[config.mk]
export PLATFORM = sky130hd
export DESIGN_NAME = rlp_header_encoder_core
export DESIGN_NICKNAME = d
export VERILOG_FILES = /design/src/hw/rtl/rlphe_pkg.sv /design/src/hw/rtl/rlphe_front.sv /design/src/hw/rtl/rlphe_queue.sv /design/src/hw/rtl/rlphe_back.sv /design/src/hw/rtl/rlp_header_encoder_core.sv
export SDC_FILE = /design/constraint.sdc
export NUM_CORES = 1
export LEC_CHECK = 0
export BUFFER_PORTS_ARGS = -buffer_cell sky130_fd_sc_hd__buf_2
export CORE_MARGIN = 5
export CORE_UTILIZATION = 30
export CTS_CLUSTER_DIAMETER = 40
export DETAILED_ROUTE_END_ITERATION = 7
export SLEW_MARGIN = 20
export SYNTH_ARGS = -nofsm -noshare
export SYNTH_HDL_FRONTEND = slang
export SYNTH_SLANG_ARGS = --single-unit
[constraint.sdc]
create_clock -name clk -period 12.75 [get_ports clk]
set_input_delay 1.9125 -clock clk [delete_from_list [all_inputs] [get_ports clk]]
set_output_delay 1.9125 -clock clk [all_outputs]
set_load 0.02 [all_outputs]
[src/hw/rtl/rlphe_pkg.sv]
package rlphe_pkg;

	// command codes
	typedef enum logic [1:0] {
		CMD_STRING = 2'd0,
		CMD_LIST   = 2'd1,
		CMD_NUMBER = 2'd2,
		CMD_SIZE   = 2'd3
	} rlphe_cmd_t;

	// prefix bases and limits
	localparam logic [7:0]  STR_SHORT_BASE  = 8'h80;
	localparam logic [7:0]  STR_LONG_BASE   = 8'hb7;
	localparam logic [7:0]  LIST_SHORT_BASE = 8'hc0;
	localparam logic [7:0]  LIST_LONG_BASE  = 8'hf7;
	localparam logic [7:0]  NUM_BASE        = 8'h80;
	localparam logic [7:0]  SINGLE_MAX      = 8'h7f;
	localparam logic [23:0] SHORT_LEN_MAX   = 24'd55;

	localparam int MAX_BYTES = 5;
	localparam int IDX_W     = $clog2(MAX_BYTES);
	localparam int CNT_W     = $clog2(MAX_BYTES + 1);

	typedef struct packed {
		rlphe_cmd_t  cmd;
		logic [23:0] field_length;
		logic [7:0]  first_byte;
		logic [31:0] number_value;
	} rlphe_in_t;

	typedef struct packed {
		logic [7:0]  out_byte;
		logic [24:0] encoded_size;
		logic        last;
	} rlphe_out_t;

	// one classified command: bytes in emission order
	typedef struct packed {
		logic [MAX_BYTES-1:0][7:0] bytes;
		logic [CNT_W-1:0]          count;
		logic [24:0]               size;
	} rlphe_job_t;

endpackage

[src/hw/rtl/rlphe_front.sv]
module rlphe_front import rlphe_pkg::*; (
	input  logic       clk,
	input  logic       arst_n,
	input  logic       cmd_valid,
	output logic       cmd_stall,
	input  rlphe_in_t  cmd_data,
	output logic       push_valid,
	input  logic       push_ready,
	output rlphe_job_t push_job
);

	logic       valid_s1;
	rlphe_job_t job_s1;
	rlphe_job_t job_d;
	logic       advance;

	always_comb begin
		logic [23:0] len;
		logic [31:0] num;
		logic [1:0]  nlen;
		logic [2:0]  nnum;
		logic        single;
		logic        long_len;
		logic [7:0]  short_base;
		logic [7:0]  long_base;

		len        = cmd_data.field_length;
		num        = cmd_data.number_value;
		single     = (len == 24'd1) && (cmd_data.first_byte <= SINGLE_MAX);
		long_len   = len > SHORT_LEN_MAX;
		short_base = (cmd_data.cmd == CMD_LIST) ? LIST_SHORT_BASE : STR_SHORT_BASE;
		long_base  = (cmd_data.cmd == CMD_LIST) ? LIST_LONG_BASE : STR_LONG_BASE;

		if (len[23:16] != 8'd0) begin
			nlen = 2'd3;
		end else if (len[15:8] != 8'd0) begin
			nlen = 2'd2;
		end else begin
			nlen = 2'd1;
		end

		if (num[31:24] != 8'd0) begin
			nnum = 3'd4;
		end else if (num[23:16] != 8'd0) begin
			nnum = 3'd3;
		end else if (num[15:8] != 8'd0) begin
			nnum = 3'd2;
		end else begin
			nnum = 3'd1;
		end

		job_d = '0;
		unique case (cmd_data.cmd)
			CMD_STRING, CMD_LIST: begin
				if (cmd_data.cmd == CMD_STRING && single) begin
					job_d.count = '0;
				end else if (!long_len) begin
					job_d.bytes[0] = short_base + len[7:0];
					job_d.count    = CNT_W'(1);
				end else begin
					job_d.bytes[0] = long_base + {6'd0, nlen};
					unique case (nlen)
						2'd1: begin
							job_d.bytes[1] = len[7:0];
						end
						2'd2: begin
							job_d.bytes[1] = len[15:8];
							job_d.bytes[2] = len[7:0];
						end
						default: begin
							job_d.bytes[1] = len[23:16];
							job_d.bytes[2] = len[15:8];
							job_d.bytes[3] = len[7:0];
						end
					endcase
					job_d.count = CNT_W'(nlen) + CNT_W'(1);
				end
			end
			CMD_NUMBER: begin
				if (num == 32'd0) begin
					job_d.count = '0;
				end else if (num <= {24'd0, SINGLE_MAX}) begin
					job_d.bytes[0] = num[7:0];
					job_d.count    = CNT_W'(1);
				end else begin
					job_d.bytes[0] = NUM_BASE + {5'd0, nnum};
					unique case (nnum)
						3'd1: begin
							job_d.bytes[1] = num[7:0];
						end
						3'd2: begin
							job_d.bytes[1] = num[15:8];
							job_d.bytes[2] = num[7:0];
						end
						3'd3: begin
							job_d.bytes[1] = num[23:16];
							job_d.bytes[2] = num[15:8];
							job_d.bytes[3] = num[7:0];
						end
						default: begin
							job_d.bytes[1] = num[31:24];
							job_d.bytes[2] = num[23:16];
							job_d.bytes[3] = num[15:8];
							job_d.bytes[4] = num[7:0];
						end
					endcase
					job_d.count = CNT_W'(nnum) + CNT_W'(1);
				end
			end
			CMD_SIZE: begin
				job_d.count = CNT_W'(1);
				if (single) begin
					job_d.size = 25'd1;
				end else if (!long_len) begin
					job_d.size = 25'd1 + {1'b0, len};
				end else begin
					job_d.size = 25'd1 + 25'(nlen) + {1'b0, len};
				end
			end
			default: begin
				job_d = '0;
			end
		endcase
	end

	// commands with nothing to emit retire here without a queue slot
	assign advance    = !valid_s1 || (job_s1.count == '0) || push_ready;
	assign cmd_stall  = !advance;
	assign push_valid = valid_s1 && (job_s1.count != '0);
	assign push_job   = job_s1;

	always_ff @(posedge clk or negedge arst_n) begin
		if (!arst_n) begin
			valid_s1 <= 1'b0;
		end else if (advance) begin
			valid_s1 <= cmd_valid;
		end
	end

	always_ff @(posedge clk) begin
		if (advance && cmd_valid) begin
			job_s1 <= job_d;
		end
	end

endmodule

[src/hw/rtl/rlphe_queue.sv]
module rlphe_queue import rlphe_pkg::*; #(
	parameter int DEPTH = 2
) (
	input  logic       clk,
	input  logic       arst_n,
	input  logic       push_valid,
	output logic       push_ready,
	input  rlphe_job_t push_job,
	output logic       head_valid,
	input  logic       pop,
	output rlphe_job_t head_job
);

	localparam int PTR_W  = (DEPTH > 1) ? $clog2(DEPTH) : 1;
	localparam int FILL_W = $clog2(DEPTH + 1);

	rlphe_job_t        slots_q [DEPTH];
	logic [PTR_W-1:0]  wr_ptr_q;
	logic [PTR_W-1:0]  rd_ptr_q;
	logic [FILL_W-1:0] fill_q;
	logic              do_push;
	logic              do_pop;

	assign push_ready = fill_q != FILL_W'(DEPTH);
	assign head_valid = fill_q != '0;
	assign head_job   = slots_q[rd_ptr_q];
	assign do_push    = push_valid && push_ready;
	assign do_pop     = pop && head_valid;

	always_ff @(posedge clk or negedge arst_n) begin
		if (!arst_n) begin
			wr_ptr_q <= '0;
			rd_ptr_q <= '0;
			fill_q   <= '0;
		end else begin
			if (do_push) begin
				wr_ptr_q <= (wr_ptr_q == PTR_W'(DEPTH - 1)) ? '0 : wr_ptr_q + PTR_W'(1);
			end
			if (do_pop) begin
				rd_ptr_q <= (rd_ptr_q == PTR_W'(DEPTH - 1)) ? '0 : rd_ptr_q + PTR_W'(1);
			end
			if (do_push && !do_pop) begin
				fill_q <= fill_q + FILL_W'(1);
			end else if (do_pop && !do_push) begin
				fill_q <= fill_q - FILL_W'(1);
			end
		end
	end

	always_ff @(posedge clk) begin
		if (do_push) begin
			slots_q[wr_ptr_q] <= push_job;
		end
	end

endmodule

[src/hw/rtl/rlphe_back.sv]
module rlphe_back import rlphe_pkg::*; (
	input  logic       clk,
	input  logic       arst_n,
	input  logic       head_valid,
	input  rlphe_job_t head_job,
	output logic       pop,
	output logic       rsp_valid,
	input  logic       rsp_stall,
	output rlphe_out_t rsp_data
);

	logic             busy_q;
	rlphe_job_t       job_q;
	logic [IDX_W-1:0] idx_q;
	logic             rsp_valid_q;
	rlphe_out_t       rsp_data_q;
	logic             out_load;
	logic             last_now;
	logic             is_size;

	assign out_load = busy_q && (!rsp_valid_q || !rsp_stall);
	assign last_now = CNT_W'(idx_q) + CNT_W'(1) == job_q.count;
	assign is_size  = job_q.size != '0;
	assign pop      = head_valid && (!busy_q || (out_load && last_now));

	assign rsp_valid = rsp_valid_q;
	assign rsp_data  = rsp_data_q;

	always_ff @(posedge clk or negedge arst_n) begin
		if (!arst_n) begin
			busy_q      <= 1'b0;
			idx_q       <= '0;
			rsp_valid_q <= 1'b0;
		end else begin
			if (pop) begin
				busy_q <= 1'b1;
				idx_q  <= '0;
			end else if (out_load) begin
				busy_q <= !last_now;
				idx_q  <= idx_q + IDX_W'(1);
			end
			if (out_load) begin
				rsp_valid_q <= 1'b1;
			end else if (!rsp_stall) begin
				rsp_valid_q <= 1'b0;
			end
		end
	end

	always_ff @(posedge clk) begin
		if (pop) begin
			job_q <= head_job;
		end
		if (out_load) begin
			rsp_data_q.out_byte     <= is_size ? 8'd0 : job_q.bytes[idx_q];
			rsp_data_q.encoded_size <= job_q.size;
			rsp_data_q.last         <= last_now;
		end
	end

endmodule

[src/hw/rtl/rlp_header_encoder_core.sv]
// channel | direction | handshake            | payload
// cmd     | in        | cmd_valid, cmd_stall | cmd_data (rlphe_in_t)
// rsp     | out       | rsp_valid, rsp_stall | rsp_data (rlphe_out_t)
//
// one response byte per cycle while rsp_stall is low, and a command emits 1 to 5 bytes
// (number of header bytes); commands with nothing to emit retire in the front stage
// first byte path: front register, queue slot, back job register, output register
// the front stage keeps taking commands while the back stage serializes earlier ones
// arst_n clears valid flags, queue pointers and the serializer; payload is not reset
// rsp_stall holds the output register; the queue fills, then cmd_stall rises
module rlp_header_encoder_core import rlphe_pkg::*; #(
	parameter int QUEUE_DEPTH = 2
) (
	input  logic       clk,
	input  logic       arst_n,
	input  logic       cmd_valid,
	output logic       cmd_stall,
	input  rlphe_in_t  cmd_data,
	output logic       rsp_valid,
	input  logic       rsp_stall,
	output rlphe_out_t rsp_data
);

	// classified commands between front and back
	logic       push_valid;
	logic       push_ready;
	rlphe_job_t push_job;
	logic       head_valid;
	rlphe_job_t head_job;
	logic       pop;

	// front: decode command, build header bytes, byte count and size
	rlphe_front u_front (
		.clk        (clk),
		.arst_n     (arst_n),
		.cmd_valid  (cmd_valid),
		.cmd_stall  (cmd_stall),
		.cmd_data   (cmd_data),
		.push_valid (push_valid),
		.push_ready (push_ready),
		.push_job   (push_job)
	);

	// short queue decouples command intake from byte output
	rlphe_queue #(
		.DEPTH (QUEUE_DEPTH)
	) u_queue (
		.clk        (clk),
		.arst_n     (arst_n),
		.push_valid (push_valid),
		.push_ready (push_ready),
		.push_job   (push_job),
		.head_valid (head_valid),
		.pop        (pop),
		.head_job   (head_job)
	);

	// back: serialize bytes into the output register, mark the last one
	rlphe_back u_back (
		.clk        (clk),
		.arst_n     (arst_n),
		.head_valid (head_valid),
		.head_job   (head_job),
		.pop        (pop),
		.rsp_valid  (rsp_valid),
		.rsp_stall  (rsp_stall),
		.rsp_data   (rsp_data)
	);

endmodule

* Yosys cells after proc, flatten, opt, wreduce, memory -nomap -nowiden
Memories as Yosys holds them, arrays and structs flattened. A register that Yosys moved wholly into a read port is not among the register bits.
Cells that the tools add are included.
** Operators by class
- Add/subtract/negate cells :: 13
- Magnitude comparators :: 4
- Equal/unequal tests :: 12
- Multiplexer cells :: 39
- Bitwise operators :: 2
- Reduce and logical (&&, ||, !) cells :: 41
** Operators with widths (number)
- 32-bit two-way mux :: 2
- 32-bit case mux with 2 select lines :: 1
- 24-bit two-way mux :: 2
- 8-bit case mux with 2 select lines :: 3
- 8-bit case mux with 3 select lines :: 2
- 8-bit nonzero test :: 5
- 32-bit by 7-bit <= comparator with 1-bit output, second input constant :: 1
- 32-bit logical NOT :: 1
- 1-bit by 24-bit adder with 25-bit output, first input constant :: 1
- 25-bit by 24-bit adder with 25-bit output :: 1
- 25-bit two-way mux :: 1
- 25-bit nonzero test :: 1
- 8-bit binary-select mux with 3-bit select :: 1
- 24-bit by 1-bit equality test with 1-bit output, second input constant :: 1
- 24-bit by 6-bit greater-than comparator with 1-bit output, second input constant :: 1
- 11-bit two-way mux :: 2
- 3-bit two-way mux :: 6
- 8-bit two-way mux :: 2
- 7-bit two-way mux :: 2
- 1-bit logical AND :: 11
- 2-bit two-way mux :: 5
- 1-bit two-way mux :: 9
- 3-bit case mux with 3 select lines :: 1
- 8-bit by 2-bit adder with 8-bit output :: 1
- other kinds (26) :: 48
** Word-level totals
- Bits in registers :: 112
- RAM bits :: 136
- Bits of input ports :: 70
- Memories :: 1
** Memory list
- u_queue.slots_q :: words 2, bits a word 68, read ports 1, clocked after memory_dff 1, write ports 1, RTL line rlphe_queue.sv:17 : rlphe_job_t slots_q [DEPTH];

* Logic depth before layout (Yosys ltp)
- Depth in word-level cells :: 10
- Mapped depth :: 13
- Depth with buffers taken out :: 11

* Modules after synthesis
A second synthesis with hierarchy kept.
** Unflattened totals
- Cell total of the unflattened synthesis :: 842
- Area, all modules :: 13316.5 µm²
** By module, submodules not included
- rlphe_queue :: instances 1, cells an instance 230, area an instance 5143.7 µm², seq. area each 4184.0 µm²
- rlphe_front :: instances 1, cells an instance 423, area an instance 4325.4 µm², seq. area each 2067.0 µm²
- rlphe_back :: instances 1, cells an instance 189, area an instance 3847.4 µm², seq. area each 3188.1 µm²

* Worst setup path after synthesis
Ideal clock, no wire load.
- Kind :: input -> register
- Start :: in cmd_valid
- End :: reg u_front.job_s1 (netlist bit u_front.push_job[0]) (enable)
- Library setup time :: 0.501 ns
- Data arrival time :: 4.898 ns
- Slack :: 7.351 ns
- Stages :: 1
- Cells stage by stage :: nor2b_1
** On the way
- Longest elaborated chain between the ends :: 1
** RTL lines
- start: declaration :: RTL line rlp_header_encoder_core.sv:16 : input logic cmd_valid,
- 1-bit logical AND :: RTL line rlphe_front.sv:141 : if (advance && cmd_valid) begin
- end signal: assignment :: RTL line rlphe_front.sv:142 : job_s1 <= job_d;
- end: declaration :: RTL line rlphe_front.sv:13 : rlphe_job_t job_s1;
Every way passes these cells.
A chain may end at the register's enable or synchronous reset.

* Worst setup path in the final report
- Start :: in cmd_data[51] (netlist name)
- End :: reg u_front.job_s1 (netlist bit u_front.push_job[24]), data pin
** On the way
- Longest elaborated chain between the ends :: 6
** RTL lines
- start: declaration :: RTL line rlp_header_encoder_core.sv:18 : input rlphe_in_t cmd_data,
- 8-bit nonzero test :: RTL line rlphe_front.sv:36 : end else if (len[15:8] != 8'd0) begin
- 2-bit two-way mux :: RTL line rlphe_front.sv:36
- 2-bit two-way mux :: RTL line rlphe_front.sv:34 : if (len[23:16] != 8'd0) begin
- 1-bit by 2-bit adder with 3-bit output :: RTL line rlphe_front.sv:117 : job_d.size = 25'd1 + 25'(nlen) + {1'b0, len};
- 25-bit by 24-bit adder with 25-bit output :: RTL line rlphe_front.sv:117
- 25-bit two-way mux :: RTL line rlphe_front.sv:114 : end else if (!long_len) begin
Parallel ways exist; a longest one is shown, timed or not.

==> flow_summary_export.csv <==
group,metric,value,unit
synth,ys.warnings.count,0,
floorplan,die_x,217.4,um
clocking,hold_buffers,0,
global_route,grt_overflow,0,
final_layout,areaGrowthSynthToFinish,18.71,%
global_route,grt.total_usage,11.98,%
timing,setup_violations,0,
clocking,cts_tree,"built",
global_route,grt_busiest_layer,"met1",
clocking,cts.repair.resized,0,
place,hpwl,19050,um
place,placed_cells,1406,
drt,avgRoutedWirePerCell,19.40,um
global_route,grt_pass1_vias,7369,
synth,synth_edf_count,306,
synth,syn_avg_cell_area,16.23,sq um
drt,drtPass1Iterations,5,
worst_setup_path,end_kind,"register",
clocking,path_clk_slew,60,ps
global_route,met2_usage,17.64,%
clocking,cts_made_buffers,41,
timing,worst_slack,7891,ps
drt,viasPerCell,4.870,
worst_setup_path,arrival,5080,ps
floorplan,start_util,30.15,%
place,place.gp.congestion,0.8579,
power,peakVddDrop,0.1441,mV
clocking,clkLatencyLatePin,510,ps
worst_setup_path,start_kind,"input port",
global_route,use_met3,2.281,%
final_layout,final_common_cell,"edfxtp_1",
floorplan,num_rows,76,
drt,drtIter0Drc,630,
synth,synthArstFlopShare,3.165,%
drt,drc_errors,0,
floorplan,io_pins,106,
outcome,status,"finished clean",
job,maxCapViolations,0,
clocking,cts_max_path_buffers,3,
global_route,grt_max_degree,74,
timing,skew,10.76,ps
timing,fin_crit_sh,38.11,%
timing,worst_pin_slew,1066,ps
power,power_density,217.5,mW/mm^2
final_layout,finalNetCount,980,
global_route,met1_usage,17.93,%
timing,timing.fmax,0.2058,GHz
clocking,clock-sinks,316,
timing,rsz0062_at_grt,"no",
floorplan,core,0.04279,sq mm
place,place_ws,7464,ps
timing,slew_headroom,28.96,%
place,io_buffers,98,
floorplan,fp.dieH,217.4,um
final_layout,antennaDiodeCount,0,
synth,ys_seq_area_share,73.16,%
worst_setup_path,path_max_fanout,13,
drt,wl,28720,um
clocking,root_buffer,"clkbuf_16",
worst_setup_path,critPathKind,"in -> reg",
synth,netlist_area,0.01290,sq mm
min_path,hp-class,"reg -> reg",
worst_setup_path,crit_required,12970,ps
final_layout,drive_gt1_share,28.80,%
drt,vias,7207,
global_route,grt_pass1_wl,44460,um
clocking,htreeDepth,2,
drt,drtAntennaViolNets,0,
timing,setup_tns,0,ps
synth,ys.flop_type,"edfxtp_1",
global_route,antenna_found_initial,2,
floorplan,die_area,0.04726,sq mm
timing,slew_violations,0,
synth,synth_cell_type_count,58,
final_layout,most-common-layout-cells,"edfxtp_1, buf_2, mux2_2",
final_layout,finalNonFillerCells,1480,
power,p_leak,5.276,nW
synth,syn-num-nets,872,
timing,finalHoldViolations,0,
clocking,postCtsSetupRepairBufs,0,
synth,syn_inst,795,
synth,synth_seq_cells,316,
timing,min_period,4859,ps
flip-flops by register name, indices dropped and copies added, names as in the netlist, 2 cells and up:
| name | flops |
|---|---|
| u_back.idx_q | 3 |
| u_front.push_job | 68 |
| u_back.rsp_data | 34 |
| u_queue.slots_q | 136 |
| u_back.job_q | 68 |
| u_queue.fill_q | 2 |
metal layers:
metal	vias up	wire length, um
li1	3341	-
met1	3544	13640
met2	264	12700
met3	56	1679
met4	2	691
met5	-	14
power breakdown:
group / total, W / internal, W / leakage [nW] / switching [W]
Sequential: 0.00161 / 0.00151 / 3.02 / 0.000100
Clock: 0.00113 / 0.000704 / 0.659 / 0.000422
Combinational: 0.000596 / 0.000232 / 1.60 / 0.000365
cell families after synthesis:
| logic type | share of synthesized area [%] |
|---|---|
| compound gates | 6.808 |
| xor+xnor | 2.172 |
| fa+ha+maj | 0.7370 |
| buf+inv | 1.891 |
| flops | 73.16 |
| mux | 7.574 |
| simple gates | 7.661 |
layout make-up:
cell class	count	area, sq um
clock buffer	50	1102
clock inverter	24	260.3
fill	4039	27480
inverter	11	41.29
multi-input combinational	427	3238
sequential	316	9440
tap	546	683.2
timing repair buffer	106	550.5
cells in the mapped netlist (3+ instances only):
cell / count / area share [%]
xnor2_1: 18 / 1.2
a221oi_1: 9 / 0.61
buf_6: 3 / 0.26
buf_4: 3 / 0.17
buf_2: 11 / 0.43
o21ai_0: 6 / 0.23
dfrtp_1: 10 / 1.9
or4_1: 5 / 0.29
a211o_1: 6 / 0.41
nand2_1: 24 / 0.70
nor4_1: 14 / 0.68
nor3_1: 12 / 0.47
nand4_1: 6 / 0.29
mux2_2: 69 / 6.0
xor2_1: 14 / 0.95
o32ai_1: 10 / 0.68
and3_1: 19 / 0.92
nor2b_1: 4 / 0.19
buf_1: 7 / 0.20
nand3_1: 12 / 0.47
nor4_2: 3 / 0.29
inv_1: 9 / 0.26
o21ai_1: 8 / 0.31
nor2_2: 3 / 0.15
mux4_2: 8 / 1.4
a31oi_1: 7 / 0.34
a21o_1: 10 / 0.58
nand2b_1: 8 / 0.39
a22oi_1: 16 / 0.93
a21oi_1: 26 / 1.0
and2_1: 5 / 0.24
nor2_1: 61 / 1.8
clkbuf_1: 16 / 0.47
and4_1: 4 / 0.27
edfxtp_1: 306 / 71
o22ai_1: 7 / 0.34
ha_1: 6 / 0.58
o2bb2ai_1: 6 / 0.41
critical path: stages:
cell,delay (ps)
buf_2,150
nor4_2,300
and2_1,430
nand4_1,330
o21ai_0,170
ha_1,210
fa_1,220
a21oi_1,90
nor2_1,560
nand4_1,170
nor4_1,530
metrics by stage:
stage	hold slack (ps)	power, W	util [%]	cell area, sq um
CTS	438.9	0.003383	35.79	15320
floorplan	416.9	0.002032	-	12900
finish	438.3	0.003331	35.79	15320
detailed placement	430.7	0.002243	32.61	13950
global route	455.8	0.003496	35.79	15320
global placement	423.0	0.002226	32.61	13950
path summary, 6_finish.rpt:
check	cells past startpoint	to	start	slack, ps
setup / recovery	11	u_front.push_job[24]	cmd_data[51]	7890
hold / removal	0	u_queue.slots_q[1][30]	u_front.push_job[30]	440
setup reg to reg	10	u_queue.fill_q[1]	u_back.idx_q[0]	9230
hold reg to reg	0	u_queue.slots_q[1][30]	u_front.push_job[30]	440
max in group asynchronous	1	u_queue.rd_ptr_q	arst_n	11250
min in group asynchronous	1	u_queue.wr_ptr_q	arst_n	1270
Power figures use the tool's default switching activity.
